## config.mk

```make
export PLATFORM = sky130hd
export DESIGN_NAME = ip_address_text_validator_top
export DESIGN_NICKNAME = d
export VERILOG_FILES = /design/src/hdl/ipv_pkg.sv /design/src/hdl/ip_address_text_validator_top.sv /design/src/hdl/ipv_trk.sv /design/src/hdl/ipv_hex.sv
export SDC_FILE = /design/constraint.sdc
export NUM_CORES = 1
export LEC_CHECK = 0
export BUFFER_PORTS_ARGS = -buffer_cell sky130_fd_sc_hd__buf_4
export CORE_MARGIN = 1.5
export CORE_UTILIZATION = 40
export DETAILED_ROUTE_END_ITERATION = 16
export PLACE_DENSITY_LB_ADDON = 0.1
export SLEW_MARGIN = 20
export SYNTH_ARGS = -nofsm -noshare
export SYNTH_HDL_FRONTEND = slang
export SYNTH_SLANG_ARGS = --single-unit
```

## constraint.sdc

```tcl
create_clock -name clk -period 5 [get_ports clk]
set_input_delay 1 -clock clk [delete_from_list [all_inputs] [get_ports clk]]
set_output_delay 1 -clock clk [all_outputs]
set_load 0.02 [all_outputs]
```

## src/hdl/ipv_pkg.sv

```systemverilog
`timescale 1ns / 1ps
package ipv_pkg;

	localparam logic [7:0] CH_DOT    = 8'h2E;
	localparam logic [7:0] CH_COLON  = 8'h3A;
	localparam logic [7:0] CH_ZERO   = 8'h30;
	localparam logic [7:0] CH_NINE   = 8'h39;
	localparam logic [7:0] CH_UP_A   = 8'h41;
	localparam logic [7:0] CH_UP_F   = 8'h46;
	localparam logic [7:0] CH_LOW_A  = 8'h61;
	localparam logic [7:0] CH_LOW_F  = 8'h66;
	localparam logic [7:0] CASE_BIT  = 8'h20;
	localparam logic [11:0] OCTET_MAX = 12'h0FF;
	localparam logic [8:0] OCTET_SAT = 9'h100;
	localparam logic [20:0] GROUP_MAX = 21'h00FFFF;
	localparam logic [16:0] GROUP_SAT = 17'h10000;

	// classification codes on the family output
	localparam logic [1:0] FAM_NONE = 2'd0;
	localparam logic [1:0] FAM_V4   = 2'd1;
	localparam logic [1:0] FAM_V6   = 2'd2;

	// dotted decimal tracker
	typedef struct packed {
		logic [1:0] length_seen;
		logic [2:0] dot_count;
		logic [7:0] prev_char;
		logic [7:0] prev_prev_char;
		logic [8:0] octet_value;
		logic       ok;
	} v4_trk_t;

	// colon and hex group tracker
	typedef struct packed {
		logic [3:0]  colon_count;
		logic [1:0]  double_colon_count;
		logic [16:0] hex_group_value;
		logic        prefix_hex_ok;
		logic        segment_hex_ok;
	} hex_trk_t;

	function automatic v4_trk_t v4_clear();
		v4_trk_t r;
		r.length_seen    = '0;
		r.dot_count      = '0;
		r.prev_char      = '0;
		r.prev_prev_char = '0;
		r.octet_value    = '0;
		r.ok             = 1'b1;
		return r;
	endfunction

	function automatic v4_trk_t v4_feed(v4_trk_t t, logic [7:0] c);
		v4_trk_t r;
		logic [11:0] acc;
		r = t;
		acc = {3'b000, t.octet_value} * 12'd10 + {8'h00, c[3:0]};
		if (t.length_seen == 2'd0 && c == CH_DOT) begin
			r.ok = 1'b0;
		end
		if (t.length_seen != 2'd0 && t.prev_char == CH_DOT && c == CH_DOT) begin
			r.ok = 1'b0;
		end
		if (t.length_seen[1] && t.prev_prev_char == CH_DOT && t.prev_char == CH_ZERO
				&& c != CH_DOT) begin
			r.ok = 1'b0;
		end
		if (c == CH_DOT) begin
			if (t.dot_count != 3'd7) begin
				r.dot_count = t.dot_count + 3'd1;
			end
			r.octet_value = '0;
		end else if (c >= CH_ZERO && c <= CH_NINE) begin
			if (acc > OCTET_MAX) begin
				r.ok = 1'b0;
				r.octet_value = OCTET_SAT;
			end else begin
				r.octet_value = acc[8:0];
			end
		end else begin
			r.ok = 1'b0;
		end
		r.prev_prev_char = t.prev_char;
		r.prev_char = c;
		if (t.length_seen != 2'd3) begin
			r.length_seen = t.length_seen + 2'd1;
		end
		return r;
	endfunction

	function automatic logic v4_final(v4_trk_t t);
		return t.ok && t.length_seen[1] && t.prev_char != CH_DOT && t.dot_count == 3'd3;
	endfunction

	function automatic hex_trk_t hex_clear();
		hex_trk_t r;
		r.colon_count        = '0;
		r.double_colon_count = '0;
		r.hex_group_value    = '0;
		r.prefix_hex_ok      = 1'b1;
		r.segment_hex_ok     = 1'b1;
		return r;
	endfunction

endpackage

```

## src/hdl/ip_address_text_validator_top.sv

```systemverilog
`timescale 1ns / 1ps
// address text validator: takes one character per beat, with last_char on the final one,
// and returns one beat per string that classifies it as ipv4 (family 1), ipv6 (family 2)
// or invalid (family 0); ipv4_ok and ipv6_ok report each rule set on its own, and ipv4
// wins when both pass. a new character is taken every cycle unless in_stall holds it off; the
// character sits in an input register while the tracker flags and counters are updated, and
// the classification lands in an output register. while a result waits under out_stall
// the block still takes characters of the next string and only holds off once a second final
// character is ready to finish.
module ip_address_text_validator_top (
	input  logic       clk,
	input  logic       arst_n,
	input  logic       in_valid,
	output logic       in_stall,
	input  logic [7:0] character,
	input  logic       last_char,
	output logic       out_valid,
	input  logic       out_stall,
	output logic [1:0] family,
	output logic       ipv4_ok,
	output logic       ipv6_ok
);
	import ipv_pkg::*;

	// input register
	logic       valid_s1;
	logic [7:0] char_s1;
	logic       last_s1;

	// output register
	logic       out_valid_q;
	logic [1:0] family_q;
	logic       ipv4_ok_q;
	logic       ipv6_ok_q;

	logic     adv;
	logic     done;
	logic     is_colon;
	logic     prev_colon;
	v4_trk_t  whole_cur;
	v4_trk_t  whole_eff;
	v4_trk_t  tail_cur;
	v4_trk_t  tail_eff;
	hex_trk_t hex_eff;
	logic     v4_pass;
	logic     v6_pass;

	// a plain character always moves on; a final one needs the output slot free
	assign adv  = valid_s1 && (!last_s1 || !out_valid_q || !out_stall);
	assign done = last_s1;
	assign in_stall = valid_s1 && !adv;

	assign is_colon   = char_s1 == CH_COLON;
	// only a colon leaves the tail tracker empty once the string has started
	assign prev_colon = whole_cur.length_seen != 2'd0 && tail_cur.length_seen == 2'd0;

	// whole string, read as dotted decimal
	ipv_trk u_whole (
		.clk     (clk),
		.arst_n  (arst_n),
		.step    (adv),
		.ch      (char_s1),
		.restart (1'b0),
		.done    (done),
		.cur     (whole_cur),
		.eff     (whole_eff)
	);

	// text after the latest colon, for an embedded ipv4 tail
	ipv_trk u_tail (
		.clk     (clk),
		.arst_n  (arst_n),
		.step    (adv),
		.ch      (char_s1),
		.restart (is_colon),
		.done    (done),
		.cur     (tail_cur),
		.eff     (tail_eff)
	);

	// colon counts and hex groups
	ipv_hex u_hex (
		.clk        (clk),
		.arst_n     (arst_n),
		.step       (adv),
		.ch         (char_s1),
		.prev_colon (prev_colon),
		.done       (done),
		.eff        (hex_eff)
	);

	// classification of the string as it stands after this character
	always_comb begin
		v4_pass = v4_final(whole_eff);
		v6_pass = whole_eff.length_seen[1];
		if (hex_eff.double_colon_count > 2'd1) begin
			v6_pass = 1'b0;
		end
		if (hex_eff.double_colon_count == 2'd1 && hex_eff.colon_count > 4'd7) begin
			v6_pass = 1'b0;
		end
		if (hex_eff.double_colon_count == 2'd0 && hex_eff.colon_count != 4'd7) begin
			v6_pass = 1'b0;
		end
		if (whole_eff.dot_count != 3'd0 && whole_eff.dot_count != 3'd3) begin
			v6_pass = 1'b0;
		end
		if (whole_eff.dot_count == 3'd0) begin
			v6_pass = v6_pass && hex_eff.prefix_hex_ok && hex_eff.segment_hex_ok;
		end else begin
			v6_pass = v6_pass && hex_eff.prefix_hex_ok && v4_final(tail_eff);
		end
	end

	always_ff @(posedge clk or negedge arst_n) begin
		if (!arst_n) begin
			valid_s1 <= 1'b0;
		end else if (!valid_s1 || adv) begin
			valid_s1 <= in_valid;
		end
	end

	always_ff @(posedge clk) begin
		if (in_valid && !in_stall) begin
			char_s1 <= character;
			last_s1 <= last_char;
		end
	end

	always_ff @(posedge clk or negedge arst_n) begin
		if (!arst_n) begin
			out_valid_q <= 1'b0;
		end else if (adv && last_s1) begin
			out_valid_q <= 1'b1;
		end else if (!out_stall) begin
			out_valid_q <= 1'b0;
		end
	end

	always_ff @(posedge clk) begin
		if (adv && last_s1) begin
			ipv4_ok_q <= v4_pass;
			ipv6_ok_q <= v6_pass;
			if (v4_pass) begin
				family_q <= FAM_V4;
			end else if (v6_pass) begin
				family_q <= FAM_V6;
			end else begin
				family_q <= FAM_NONE;
			end
		end
	end

	assign out_valid = out_valid_q;
	assign family    = family_q;
	assign ipv4_ok   = ipv4_ok_q;
	assign ipv6_ok   = ipv6_ok_q;

`ifndef ASSERT_OFF
	a_fam_v4 : assert property (@(posedge clk) disable iff (!arst_n)
		(out_valid_q && family_q == FAM_V4) |-> ipv4_ok_q)
		else $error("family ipv4 without ipv4_ok");
	a_fam_v6 : assert property (@(posedge clk) disable iff (!arst_n)
		(out_valid_q && family_q == FAM_V6) |-> (ipv6_ok_q && !ipv4_ok_q))
		else $error("family ipv6 inconsistent with flags");
	a_fam_none : assert property (@(posedge clk) disable iff (!arst_n)
		(out_valid_q && family_q == FAM_NONE) |-> (!ipv4_ok_q && !ipv6_ok_q))
		else $error("invalid family with a passing flag");
	a_stall_hold : assert property (@(posedge clk) disable iff (!arst_n)
		in_stall |-> (valid_s1 && last_s1 && out_valid_q))
		else $error("input held off without a final character blocked");
`endif

endmodule

```

## src/hdl/ipv_trk.sv

```systemverilog
`timescale 1ns / 1ps
module ipv_trk (
	input  logic             clk,
	input  logic             arst_n,
	input  logic             step,
	input  logic [7:0]       ch,
	input  logic             restart,
	input  logic             done,
	output ipv_pkg::v4_trk_t cur,
	output ipv_pkg::v4_trk_t eff
);
	import ipv_pkg::*;

	v4_trk_t trk_q;

	// restart drops the history instead of taking the character
	assign cur = trk_q;
	assign eff = restart ? v4_clear() : v4_feed(trk_q, ch);

	always_ff @(posedge clk or negedge arst_n) begin
		if (!arst_n) begin
			trk_q <= v4_clear();
		end else if (step) begin
			trk_q <= done ? v4_clear() : eff;
		end
	end

endmodule

```

## src/hdl/ipv_hex.sv

```systemverilog
`timescale 1ns / 1ps
module ipv_hex (
	input  logic              clk,
	input  logic              arst_n,
	input  logic              step,
	input  logic [7:0]        ch,
	input  logic              prev_colon,
	input  logic              done,
	output ipv_pkg::hex_trk_t eff
);
	import ipv_pkg::*;

	hex_trk_t   hex_q;
	logic [7:0] up;
	logic [3:0] dig;
	logic       is_hex;
	logic [20:0] acc;

	always_comb begin
		up = ch;
		if (ch >= CH_LOW_A && ch <= CH_LOW_F) begin
			up = ch - CASE_BIT;
		end
		is_hex = 1'b1;
		dig = '0;
		if (up >= CH_ZERO && up <= CH_NINE) begin
			dig = up[3:0];
		end else if (up >= CH_UP_A && up <= CH_UP_F) begin
			dig = up[3:0] + 4'd9;
		end else begin
			is_hex = 1'b0;
		end
		acc = {hex_q.hex_group_value, 4'h0} + {17'h00000, dig};

		eff = hex_q;
		if (ch == CH_COLON) begin
			if (prev_colon && hex_q.double_colon_count != 2'd3) begin
				eff.double_colon_count = hex_q.double_colon_count + 2'd1;
			end
			if (hex_q.colon_count != 4'd15) begin
				eff.colon_count = hex_q.colon_count + 4'd1;
			end
			eff.prefix_hex_ok   = hex_q.prefix_hex_ok && hex_q.segment_hex_ok;
			eff.segment_hex_ok  = 1'b1;
			eff.hex_group_value = '0;
		end else if (is_hex) begin
			if (acc > GROUP_MAX) begin
				eff.segment_hex_ok  = 1'b0;
				eff.hex_group_value = GROUP_SAT;
			end else begin
				eff.hex_group_value = acc[16:0];
			end
		end else begin
			eff.segment_hex_ok = 1'b0;
		end
	end

	always_ff @(posedge clk or negedge arst_n) begin
		if (!arst_n) begin
			hex_q <= hex_clear();
		end else if (step) begin
			hex_q <= done ? hex_clear() : eff;
		end
	end

endmodule
```

==> Word level (Yosys, flattened, before mapping) <==
Index checks and enable logic that the tools add are counted.
{ "word_totals": {"ff_bits": 102, "inputBits": 13, "output_inout_bits": 6, "word_cells": 186} }
{ "classes": {"n_addsub": 11, "n_mul": 2, "n_lt_le_gt_ge": 13, "eq_ne": 22, "mux": 51, "reduce_logical": 61} }
{ "op_table": {"columns": ["op", "n"], "rows": [
  ["2-to-1 mux 31 bit", 3],
  ["equality test 8 x 6 -> 1 bit, second input constant", 8],
  ["2-to-1 mux 9 bit", 6],
  ["2-to-1 mux 17 bit", 3],
  ["logical AND 1 bit", 35],
  ["2-to-1 mux 1 bit", 25],
  ["2-to-1 mux 25 bit", 1],
  ["adder 12 x 4 -> 12 bit", 2],
  ["> comparator 12 x 8 -> 1 bit, second input constant", 2],
  ["multiplier 9 x 3 -> 11 bit, second input constant", 2],
  ["adder 21 x 4 -> 21 bit", 1],
  ["> comparator 21 x 16 -> 1 bit, second input constant", 1],
  [">= comparator 8 x 6 -> 1 bit, second input constant", 2],
  [">= comparator 8 x 7 -> 1 bit, second input constant", 2],
  ["<= comparator 8 x 6 -> 1 bit, second input constant", 2],
  ["<= comparator 8 x 7 -> 1 bit, second input constant", 2],
  ["inequality test 8 x 6 -> 1 bit, second input constant", 2],
  ["2-to-1 mux 3 bit", 4],
  ["2-to-1 mux 4 bit", 3],
  ["nonzero test 3 bit", 4],
  ["AND reduction 2 bit", 5],
  ["2-to-1 mux 2 bit", 4],
  ["2-to-1 mux 8 bit", 1],
  ["subtractor 8 x 6 -> 8 bit, second input constant", 1],
  ["21 further kinds", 39]
]} }

==> Longest topological paths before layout <==
Gate-level depths: netlist of run 1.
{ "depth": {"word_depth": 15, "depth_mapped": 12, "ltp_nobuf": 11} }

==> Hierarchy <==
A second synthesis of run 1 with hierarchy kept.
{ "hier_totals": {"hier_cells": 782, "area_unflattened_um2": 7004.2} }
{ "by_module_without_submodules": {"columns": ["mod", "instances", "cells_each", "area_per_inst_um2"], "rows": [
  ["ipv_trk at u_whole", 1, 246, 2257.2],
  ["ipv_trk at u_tail", 1, 262, 2230.9],
  ["ipv_hex", 1, 225, 1864.3],
  ["ip_address_text_validator_top", 1, 49, 651.9]
]} }

==> Worst setup path after synthesis of run 1 <==
No wires, ideal clock.
{ "synth_timing": {"kind": "reg2reg", "start": "reg u_whole.trk_q (netlist bit u_whole.cur[2])", "end": "reg family_q[0], in the netlist family[0] (data pin)", "setup_time_ns": 0.172, "arrival_time_ns": 3.143, "required_ns": 4.828, "path_slack_ns": 1.684, "stages_incl_launch_ff": 12, "path_buffers": 0, "cell_sequence": "dfrtp_1 -> ha_1 -> ha_1 -> fa_1 -> a211oi_1 -> o21bai_1 -> a21oi_1 -> xor2_1 -> or3_1 -> mux2_2 -> or3_1 -> nor3_1"} }
{ "synth_via": {"elab_chain_cells": 9} }
{ "synth_lines": {"columns": ["item", "line_no", "source"], "rows": [
  ["start, declared", "ipv_trk.sv:14", "v4_trk_t trk_q;"],
  ["start signal, assigned", "ipv_trk.sv:22", "trk_q <= v4_clear();"],
  ["start signal, assigned", "ipv_trk.sv:24", "trk_q <= done ? v4_clear() : eff;"],
  ["multiplier 9 x 3 -> 11 bit", "ipv_pkg.sv:57", "acc = {3'b000, t.octet_value} * 12'd10 + {8'h00, c[3:0]};"],
  ["adder 12 x 4 -> 12 bit", "ipv_pkg.sv:57", null],
  ["> comparator 12 x 8 -> 1 bit", "ipv_pkg.sv:74", "if (acc > OCTET_MAX) begin"],
  ["2-to-1 mux 1 bit", "ipv_pkg.sv:74", null],
  ["2-to-1 mux 1 bit", "ipv_pkg.sv:73", "end else if (c >= CH_ZERO && c <= CH_NINE) begin"],
  ["2-to-1 mux 1 bit", "ipv_pkg.sv:68", "if (c == CH_DOT) begin"],
  ["logical AND 1 bit (3 in a row)", "ipv_pkg.sv:92", "return t.ok && t.length_seen[1] && t.prev_char != CH_DOT && t.dot_count == 3'd3;"],
  ["named net v4_pass", "ip_address_text_validator_top.sv:45", "logic v4_pass;"],
  ["end signal, assigned", "ip_address_text_validator_top.sv:145", "family_q <= FAM_V4;"],
  ["end signal, assigned", "ip_address_text_validator_top.sv:147", "family_q <= FAM_V6;"],
  ["end signal, assigned", "ip_address_text_validator_top.sv:149", "family_q <= FAM_NONE;"],
  ["end, declared", "ip_address_text_validator_top.sv:32", "logic [1:0] family_q;"]
]} }
The timed path passes the listed nets, and every way through them passes these cells.
A chain may end at the register's enable or synchronous reset.

==> Final worst setup path of run 1 <==
Same ends and word-level chain as after synthesis.

==> results by group, run 1 <==
Final layout
  • Post-layout util: 0.457
  • Commonest non-fill, non-tap cell in the layout: dfrtp_1
  • Area growth syn-to-layout: 10.7%
  • FF+latch area: roughly 2600 um2
  • Fin nets: 625
  • Area of the multi-input gates: 2990 um2
  • ANT cells: 0
  • Fillers: approximately 1300
  • Most frequent cells in the layout: dfrtp_1, nand2_1, a22o_1
  • Share of cells above drive strength 1: 0.105

Floorplan
  • Die width: ~120 um
  • Core area: 13900 um2
  • Total Die Area: 15100 um2
  • Num ports: 19
  • Die Span Y: 123 um
  • Starting Density: 0.413
  • Row cnt: 43

Pwr
  • Seq pwr share: 0.429
  • Leakage: 2.97 nW
  • Power per cell area: 380 nW/um2
  • IR drop worst, VDD: 0.000193 V
  • Sw Share: 0.341
  • Internal: about 1.6 mW
  • Switch Pwr: 826 uW
  • Comb power frac: 0.278
  • Clk pwr share: 0.293

Place
  • Dpl hpwl: 9.13 mm
  • PortBufs: 18
  • Final Wtd Congestion: just over 0.8

Logic synthesis
  • Synth warn: 0
  • Fraction of registers with async set/reset: 0.873
  • Seq cells post-synth: 102
  • Mapped Nets: around 600
  • Area leader, netlist: dfrtp_1
  • Mapped Avg Cell Area: 10.4 um2
  • Synth Flop Type: dfrtp_1
  • Top cells by area, synth: dfrtp_1, ha_1, a22o_1, edfxtp_1, nand2_1
  • Post-synth cell types: 66
  • Yosys top cell area share: 0.370
  • EDFF count, synth: 13
  • Syn Std Cell Area: about 5800 um2
  • Syn Inst Count: 553
  • Sequential fraction of the synthesis area: 0.456

Clocking
  • CTS sink cnt: 102
  • CTS root buf: clkbuf_16
  • Hold_buf cts: 0
  • CTS Buf Count: 9
  • Post-cts sizing count: 0
  • H-tree Lvls: 3
  • CTS tree: yes
  • CTS max path bufs: 2
  • Post-CTS setup buffers: 0
  • Worst-Skew Late Latency: ~0.36 ns
  • Clock transition at the registers of the reported paths: 0.07 ns

Routing
  • Wire per inst: 17.6 um
  • ANT nets after route: 0
  • WL final: 13.2 mm
  • Via count: 4273
  • DRC violation count after routing: 0
  • Initial drt markers: 299
  • Avg Vias per Cell: 5.70
  • Drt pass-1 iters: 4

Global routing
  • Largest net degree at the start of global routing: between 60 and 70
  • Vias in the first global route: 4356
  • Total grt overflow: 0
  • Initial antenna violation count: 0
  • Global-route usage over all layers: 0.195
  • Global-route wire length before repair: 22.8 mm

STA
  • Minimum clock period: 3.63 ns
  • Final setup fails: 0
  • Unrepaired setup endpoints after global routing: no
  • Final slew viol count: 0
  • Slew Limit Headroom: 0.306
  • Clock Skew: 0.0152 ns
  • Final period util: 0.726
  • Total negative slack: 0 ns
  • Highest clock rate: 0.276 GHz
  • Hold Vio Cnt, Final: 0
  • Least-Margin Pin Slew: 1.04 ns
  • Hold slack: 0.470 ns

Status
  • Status: completed

Setup path
  • R2R setup slack: 1.37 ns
  • WS Path Type: register to register
  • CP max FO: 4
  • Critical path capture point type: register
  • Element type at the critical path start: register
  • WP data arrival: 3.80 ns
  • Worst EP required: about 5.2 ns

Job
  • Max Cap Viol: 0

Min path
  • Worst hold path class: register to register
state kept, by name (all words and copies together), names as in the netlist:
signal	cells
ipv4_ok	1
char_s1	8
family	2
u_tail.cur	31
u_whole.cur	31
done	1
u_hex.hex_q	25
ipv6_ok	1
out_valid	1
valid_s1	1
metal layers:
| metal | vias to the layer above | GRT usage | wire, um |
|---|---|---|---|
| met2 | 74 | 0.314 | 6220 |
| met5 | - | 0 | 0 |
| met1 | 2100 | 0.264 | 6280 |
| li1 | 2087 | - | - |
| met4 | 0 | 0.0574 | 218 |
| met3 | 12 | 0.0415 | 490 |
final cells by class:
cell class / instances / area share
sequential: 102 / 0.412
multi-input combinational: 415 / 0.470
timing repair buffer: 24 / 0.0283
tap: 180 / 0.0354
clock buffer: 9 / 0.0354
clock inverter: 7 / 0.0116
inverter: 12 / 0.00708
power groups by stage:
stage / clock, mW / sequential, mW / combinational [mW]
6_report: 0.710 / 1.04 / 0.673
5_1_grt: 0.767 / 1.06 / 0.773
4_1_cts: 0.734 / 1.04 / 0.680
3_5_place_dp: 0 / 1.05 / 0.680
3_3_place_gp: 0 / 1.05 / 0.669
2_1_floorplan: 0 / 1.02 / 0.536
worst paths after layout:
check	from	endpoint	cells after the start
setup / recovery	u_whole.cur[2]	family[0]	11
hold / removal	u_whole.cur[14]	u_whole.cur[14]	2
setup reg to reg	u_whole.cur[2]	family[0]	11
hold reg to reg	u_whole.cur[14]	u_whole.cur[14]	2
max in group asynchronous	arst_n	u_tail.cur[16]	2
min in group asynchronous	arst_n	u_tail.cur[4]	1
critical path: stages, from the launching register on:
cell and delay, ns:
dfrtp_1 0.44, ha_1 0.32, ha_1 0.23, fa_1 0.40, a211oi_1 0.33, nor2_1 0.10, xor2_1 0.22, nand4_1 0.10
or3_1 0.32, mux2_2 0.32, or3_1 0.40, nor3_1 0.27
metrics by stage:
step | power, mW | worst slack (ns) | std cells | area (um2)
2_1_floorplan | 1.55 | 1.68 | 553 | 5750
3_3_place_gp | 1.72 | 1.51 | 733 | 6060
3_5_place_dp | 1.73 | 1.40 | 733 | 6060
4_1_cts | 2.45 | 1.38 | 749 | 6360
5_1_grt | 2.60 | 1.10 | 749 | 6360
6_report | 2.42 | 1.37 | 749 | 6360
kinds of logic (layout without fill, tap and decap cells):
| kind of cell | Yosys count | after routing | share of synthesized area |
|---|---|---|---|
| adder cells (fa/ha/maj) | 48 | 48 | 0.110 |
| XOR/XNOR | 20 | 20 | 0.0305 |
| multiplexers | 4 | 4 | 0.00718 |
| flip-flops | 102 | 102 | 0.456 |
| AND/OR/NAND/NOR | 190 | 190 | 0.180 |
| buffers and inverters | 36 | 52 | 0.0241 |
| AO/OA/AOI/OAI | 153 | 153 | 0.193 |
synth_stat cells (all sizes together), types with 9 or more instances:
| master | instances |
|---|---|
| a31oi | 9 |
| nand2 | 61 |
| nand3b | 10 |
| xor2 | 9 |
| a21oi | 24 |
| a22o | 48 |
| dfrtp | 85 |
| clkbuf | 20 |
| inv | 12 |
| nand3 | 13 |
| o31ai | 9 |
| nor3 | 15 |
| xnor2 | 11 |
| nor2 | 27 |
| a21o | 9 |
| o21ai | 30 |
| ha | 44 |
| edfxtp | 13 |
Note: power is estimated with default switching activity, not from simulation.
==> inputs of run 2 (changes only) <==
==> constraint.sdc (replaced) <==
create_clock -name clk -period 3.7 [get_ports clk]
set_input_delay 0.74 -clock clk [delete_from_list [all_inputs] [get_ports clk]]
set_output_delay 0.74 -clock clk [all_outputs]
set_load 0.02 [all_outputs]
==> run 2 against run 1 <==
Effect of this change: worst hold slack lost 0.0057 ns; cell count up 1.2%; clock-buffer cell count did not move; via count rose by 0.98%; register-to-register slack got worse by 1.2 ns.
==> results by group, run 2 (synthesis results as in run 1) <==
Final layout
  • Fillers: 1283
  • Post-Layout Cell Count: 758
  • ANT cells: 0
  • Share of cells above drive strength 1: 0.125
  • Commonest non-fill, non-tap cell in the layout: dfrtp_1
  • Fin area: 6480 um2
  • Post-layout util: 0.465
  • Most frequent cells in the layout: dfrtp_1, nand2_1, a22o_1
  • Fin nets: around 630
  • Area growth syn-to-layout: 12.6%

Clocking
  • CTS Buf Count: 9
  • CTS tree: yes
  • Clock transition at the registers of the reported paths: 0.07 ns
  • CTS max path bufs: 2
  • H-tree Lvls: 3
  • Worst-Skew Late Latency: 0.36 ns
  • Hold_buf cts: 0
  • CTS root buf: clkbuf_16
  • CTS sink cnt: 102

Pwr
  • Switch Pwr: 1.10 mW
  • Leakage: 3.02 nW
  • Power per cell area: 526 nW/um2
  • Sw Share: 0.323
  • IR drop worst, VDD: between 0.0004 and 0.0005 V
  • Clk pwr share: 0.308
  • Internal: 2.31 mW
  • Comb power frac: 0.280
  • Seq pwr share: 0.412

STA
  • Least-Margin Pin Slew: 0.986 ns
  • Slew Limit Headroom: 0.343
  • Unrepaired setup endpoints after global routing: yes
  • Clock Skew: between 0.007 and 0.008 ns
  • Final setup fails: 0
  • Total negative slack: 0 ns
  • Final period util: 0.943
  • Highest clock rate: 0.287 GHz
  • Setup WS post-layout: 0.210 ns
  • Minimum clock period: between 3 and 4 ns
  • Final slew viol count: 0
  • Hold Vio Cnt, Final: 0

Routing
  • Avg Vias per Cell: 5.69
  • Drt pass-1 iters: 4
  • Via count: 4315
  • WL final: 13.3 mm
  • Initial drt markers: between 200 and 300
  • DRC violation count after routing: 0
  • Wire per inst: ~18 um
  • ANT nets after route: 0

Floorplan
  • Die Span Y: 123 um
  • Die width: 123 um
  • Core area: 13900 um2
  • Num ports: 19
  • Starting Density: 0.413
  • Row cnt: 43
  • Total Die Area: ~15000 um2

Setup path
  • Element type at the critical path start: register
  • WS Path Type: register to register
  • Critical Path Start: u_whole.cur[2]
  • CP bufs+invs: 0
  • CP max FO: 4
  • Worst EP required: about 3.9 ns
  • CP Cell Sequence: ha_1 -> ha_1 -> fa_1 -> a211oi_2 -> o21bai_1 -> a21oi_1 -> xor2_1 -> or3_1 -> mux2_2 -> or3_1 -> nor3_2
  • WP data arrival: 3.68 ns
  • Delay-heaviest family, CP: simple AND/OR/NAND/NOR gates
  • Critical path capture point type: register
  • Largest stage delay, worst path: 0.44 ns
  • Worst r2r src: u_whole.cur[2]
  • Crit-path slowest cell: dfrtp_2

Place
  • Dpl hpwl: about 9.6 mm
  • DP Area: between 6000 and 7000 um2
  • Final Wtd Congestion: 0.871
  • PortBufs: 18
  • Worst slack, placed: 0.0998 ns
  • Dpl cells: 742

Min path
  • Worst hold path class: register to register
  • Origin of the worst min-delay path: u_whole.cur[15]

Job
  • Max Cap Viol: 0

Status
  • Status: completed

Global routing
  • Largest net degree at the start of global routing: 74
  • Vias in the first global route: 4299
  • Global-route wire length before repair: 22.5 mm
  • Global-route usage over all layers: 0.195
  • Total grt overflow: 0
  • Initial antenna violation count: 0
-- run 2: final timing paths --
check / slack, ns / cells past startpoint / endpoint
setup / recovery: 0.21 / 11 / ipv4_ok
hold / removal: 0.46 / 2 / u_whole.cur[15]
setup reg to reg: 0.21 / 11 / ipv4_ok
hold reg to reg: 0.46 / 2 / u_whole.cur[15]
max in group asynchronous: 2.33 / 2 / u_hex.hex_q[1]
min in group asynchronous: 0.50 / 1 / u_tail.cur[5]
-- run 2: cell type report --
cell class / instances / area (um2) / area share
clock buffers: 9 / 225 / 0.0348
well taps: 180 / 225 / 0.0348
repair buffers: 33 / 248 / 0.0382
multi-input cells: 415 / 3010 / 0.464
flip-flops and latches: 102 / 2620 / 0.405
inverters: 12 / 45.0 / 0.00695
clock inverters: 7 / 104 / 0.0160
-- run 2: through the flow --
step / hold WS [ns] / power (mW)
floorplan: 0.430 / 2.10
global placement: 0.452 / 2.36
detailed placement: 0.453 / 2.38
CTS: 0.468 / 3.43
global route: 0.493 / 3.62
finish: 0.465 / 3.41
-- run 2: what timing repair did --
| item | in CTS | in global routing |
|---|---|---|
| endpoints found under the hold margin | 0 | 0 |
| setup buffers | 0 | 0 |
| endpoints found under the setup margin | 0 | 3 |
| resized for setup | 0 | 4 |
-- run 2: worst register-to-register path, delay by kind of cell, from the launching register on --
kind	cells	cell delay, ns
xor gates and xnor gates	1	0.10
and+or+nand+nor	3	1.01
DFF	1	0.44
AOI/OAI and AO/OA	3	0.51
muxes	1	0.30
adders and majority gates	3	0.95
-- run 2: power groups by stage --
stage               clock [mW]  sequential, mW  combinational (mW)
floorplan                    0            1.37               0.724
global placement             0            1.42               0.934
detailed placement           0            1.42               0.953
CTS                       1.08            1.40               0.954
global route              1.12            1.43                1.08
finish                    1.05            1.40               0.954
-- run 2: metal layers --
metal / track usage / up-vias / share of wire
li1: - / 2108 / -
met1: 0.264 / 2139 / 0.48
met2: 0.317 / 56 / 0.47
met3: 0.0443 / 12 / 0.033
met4: 0.0516 / 0 / 0.013
met5: 0 / - / 0
==> inputs of run 3 (changes only) <==
--- a/config.mk
+++ b/config.mk
@@ -10,6 +10,8 @@
 export CORE_UTILIZATION = 40
 export DETAILED_ROUTE_END_ITERATION = 16
 export PLACE_DENSITY_LB_ADDON = 0.1
+export REMOVE_ABC_BUFFERS = 1
+export SETUP_SLACK_MARGIN = 0.05
 export SLEW_MARGIN = 20
 export SYNTH_ARGS = -nofsm -noshare
 export SYNTH_HDL_FRONTEND = slang
==> run 3 against run 2 <==
Effect of this change: register-to-register slack worse by 0.02 ns; worst hold slack better by 0.011 ns; flip-flop and latch count stayed put; setup slack worse by 0.016 ns; clock-buffer cell count is 1 higher; sequential share of layout area hardly changed; maximum frequency is 0.45% lower; first-iteration DRC count is 14% lower; die area stayed put; core utilization hardly changed; design area hardly changed.
==> results by group, run 3 (synthesis results as in run 1) <==
Status
  • Status: completed

STA
  • Least-Margin Pin Slew: 0.841 ns
  • Final period util: 0.947
  • Final slew viol count: 0
  • Hold Vio Cnt, Final: 0
  • Slew Limit Headroom: 0.439
  • Final setup fails: 0
  • Unrepaired setup endpoints after global routing: yes
  • Clock Skew: ~0.018 ns
  • Minimum clock period: 3.51 ns
  • Highest clock rate: 0.285 GHz
  • Total negative slack: 0 ns

Min path
  • Origin of the worst min-delay path: u_whole.cur[12]
  • Worst hold path class: register to register

Routing
  • Via count: 4335
  • DRC violation count after routing: 0
  • Drt pass-1 iters: 4
  • Avg Vias per Cell: 5.70
  • WL final: 13.6 mm
  • Initial drt markers: 241
  • Wire per inst: roughly 18 um
  • ANT nets after route: 0

Pwr
  • Leakage: a little over 3 nW
  • IR drop worst, VDD: around 0.00026 V
  • Power per cell area: between 500 and 600 nW/um2

Global routing
  • Global-route usage over all layers: 0.195
  • GRT met3 Usage: 0.0351
  • Largest net degree at the start of global routing: 64
  • Vias in the first global route: 4178
  • Total grt overflow: 0
  • GRT Max-Usage Layer: met2
  • Global-route wire length before repair: 22.4 mm
  • Met1 usage: 0.281
  • Initial antenna violation count: 0
  • Met2 Resource Use GR: 0.295

Setup path
  • Crit-path slowest cell: fa_1
  • WS Path Type: register to register
  • Worst r2r src: u_whole.cur[2]
  • Worst EP required: 3.89 ns
  • Element type at the critical path start: register
  • Critical path capture point type: register
  • CP max FO: 4
  • CP bufs+invs: 0
  • Delay-heaviest family, CP: simple AND/OR/NAND/NOR gates
  • CP Cell Sequence: ha_1 -> ha_1 -> fa_1 -> nand2_1 -> nor3_1 -> nand4_1 -> or3_1 -> mux2_2 -> or3_1 -> nor3_2
  • WP data arrival: between 3 and 4 ns
  • Largest stage delay, worst path: around 0.55 ns
  • Critical Path Start: u_whole.cur[2]

Floorplan
  • Row cnt: 43
  • Die width: 123 um
  • Core area: 13900 um2
  • Die Span Y: 123 um
  • Num ports: 19
  • Starting Density: 0.413
  • Total Die Area: 15100 um2

Clocking
  • CTS sink cnt: 102
  • Clock transition at the registers of the reported paths: 0.08 ns
  • CTS Buf Count: 9
  • CTS root buf: clkbuf_16
  • Worst-Skew Late Latency: 0.36 ns
  • H-tree Lvls: 3
  • CTS max path bufs: 2
  • CTS tree: yes

Final layout
  • Most frequent cells in the layout: dfrtp_1, nand2_1, a22o_1
  • Commonest non-fill, non-tap cell in the layout: dfrtp_1
  • FF+latch area: 2620 um2
  • Fillers: ~1300
  • Share of cells above drive strength 1: 0.126
  • Area growth syn-to-layout: 12.7%
  • Fin nets: 636
  • ANT cells: 0
  • Post-layout util: 0.465
  • Area of the multi-input gates: 3010 um2

Place
  • Dpl hpwl: 9.74 mm
  • PortBufs: 18
  • Final Wtd Congestion: 0.818

Job
  • Max Cap Viol: 0
[run 3: cell count changes in the layout (fill, tap and decap cells not counted)]
cell | before | now
bufinv_16 | 2 | 0
clkinvlp_4 | 2 | 0
inv_6 | 1 | 3
buf_12 | 0 | 1
buf_4 | 33 | 34
clkbuf_16 | 9 | 10
clkinv_4 | 1 | 0
dfrtp_1 | 84 | 85
dfrtp_2 | 1 | 0
inv_4 | 0 | 1
inv_8 | 1 | 2
[run 3: worst reg2reg max path, stage by stage (launching register included)]
cell and delay, ns:
dfrtp_1 0.44, ha_1 0.31, ha_1 0.22, fa_1 0.55, nand2_1 0.09, nor3_1 0.35, nand4_1 0.13, or3_1 0.31
mux2_2 0.30, or3_1 0.42, nor3_2 0.23
[run 3: path summary, 6_finish.rpt]
| path | to | slack [ns] | depth (start not counted) |
|---|---|---|---|
| max in group asynchronous | u_hex.hex_q[1] | 2.41 | 2 |
| min reg2reg | u_whole.cur[12] | 0.48 | 2 |
| max reg2reg | ipv4_ok | 0.19 | 10 |
| min | u_whole.cur[12] | 0.48 | 2 |
| min in group asynchronous | u_hex.hex_q[16] | 0.49 | 1 |
| max | ipv4_ok | 0.19 | 10 |
[run 3: layer usage]
layer,vias to the layer above,share of wire
met5,-,0
met4,0,0.017
met3,16,0.033
met2,76,0.44
met1,2129,0.51
li1,2114,-
[run 3: power breakdown]
group          switching [mW]  leakage, nW  internal (mW)  total (mW)
registers               0.135         1.32           1.26        1.40
logic                   0.503         1.56          0.428       0.932
clock network           0.461        0.153          0.515       0.976
[run 3: through the flow]
step / power [mW] / setup WS (ns) / instance area, um2 / hold slack, ns / cells
final: 3.30 / 0.195 / 6480 / 0.476 / 760
after global routing: 3.52 / 0.0167 / 6480 / 0.501 / 760
after CTS: 3.33 / 0.121 / 6440 / 0.477 / 759
after detailed placement: 2.34 / 0.133 / 6140 / 0.459 / 743
after global placement: 2.33 / 0.205 / 6140 / 0.452 / 743
after floorplan: 2.09 / 0.384 / 5660 / 0.430 / 529
[run 3: cell type report]
cell class,instances,area share
multi-input cells,415,0.464
clock buffers,10,0.0386
inverters,12,0.00695
repair buffers,35,0.0425
well taps,180,0.0348
flip-flops and latches,102,0.405
clock inverters,6,0.00850
[run 3: timing repair]
| action | in CTS | in global routing |
|---|---|---|
| setup buffers | 0 | 1 |
| setup endpoints to repair | 0 | 13 |
| hold buffers | 0 | 0 |
| gates resized for setup | 0 | 3 |
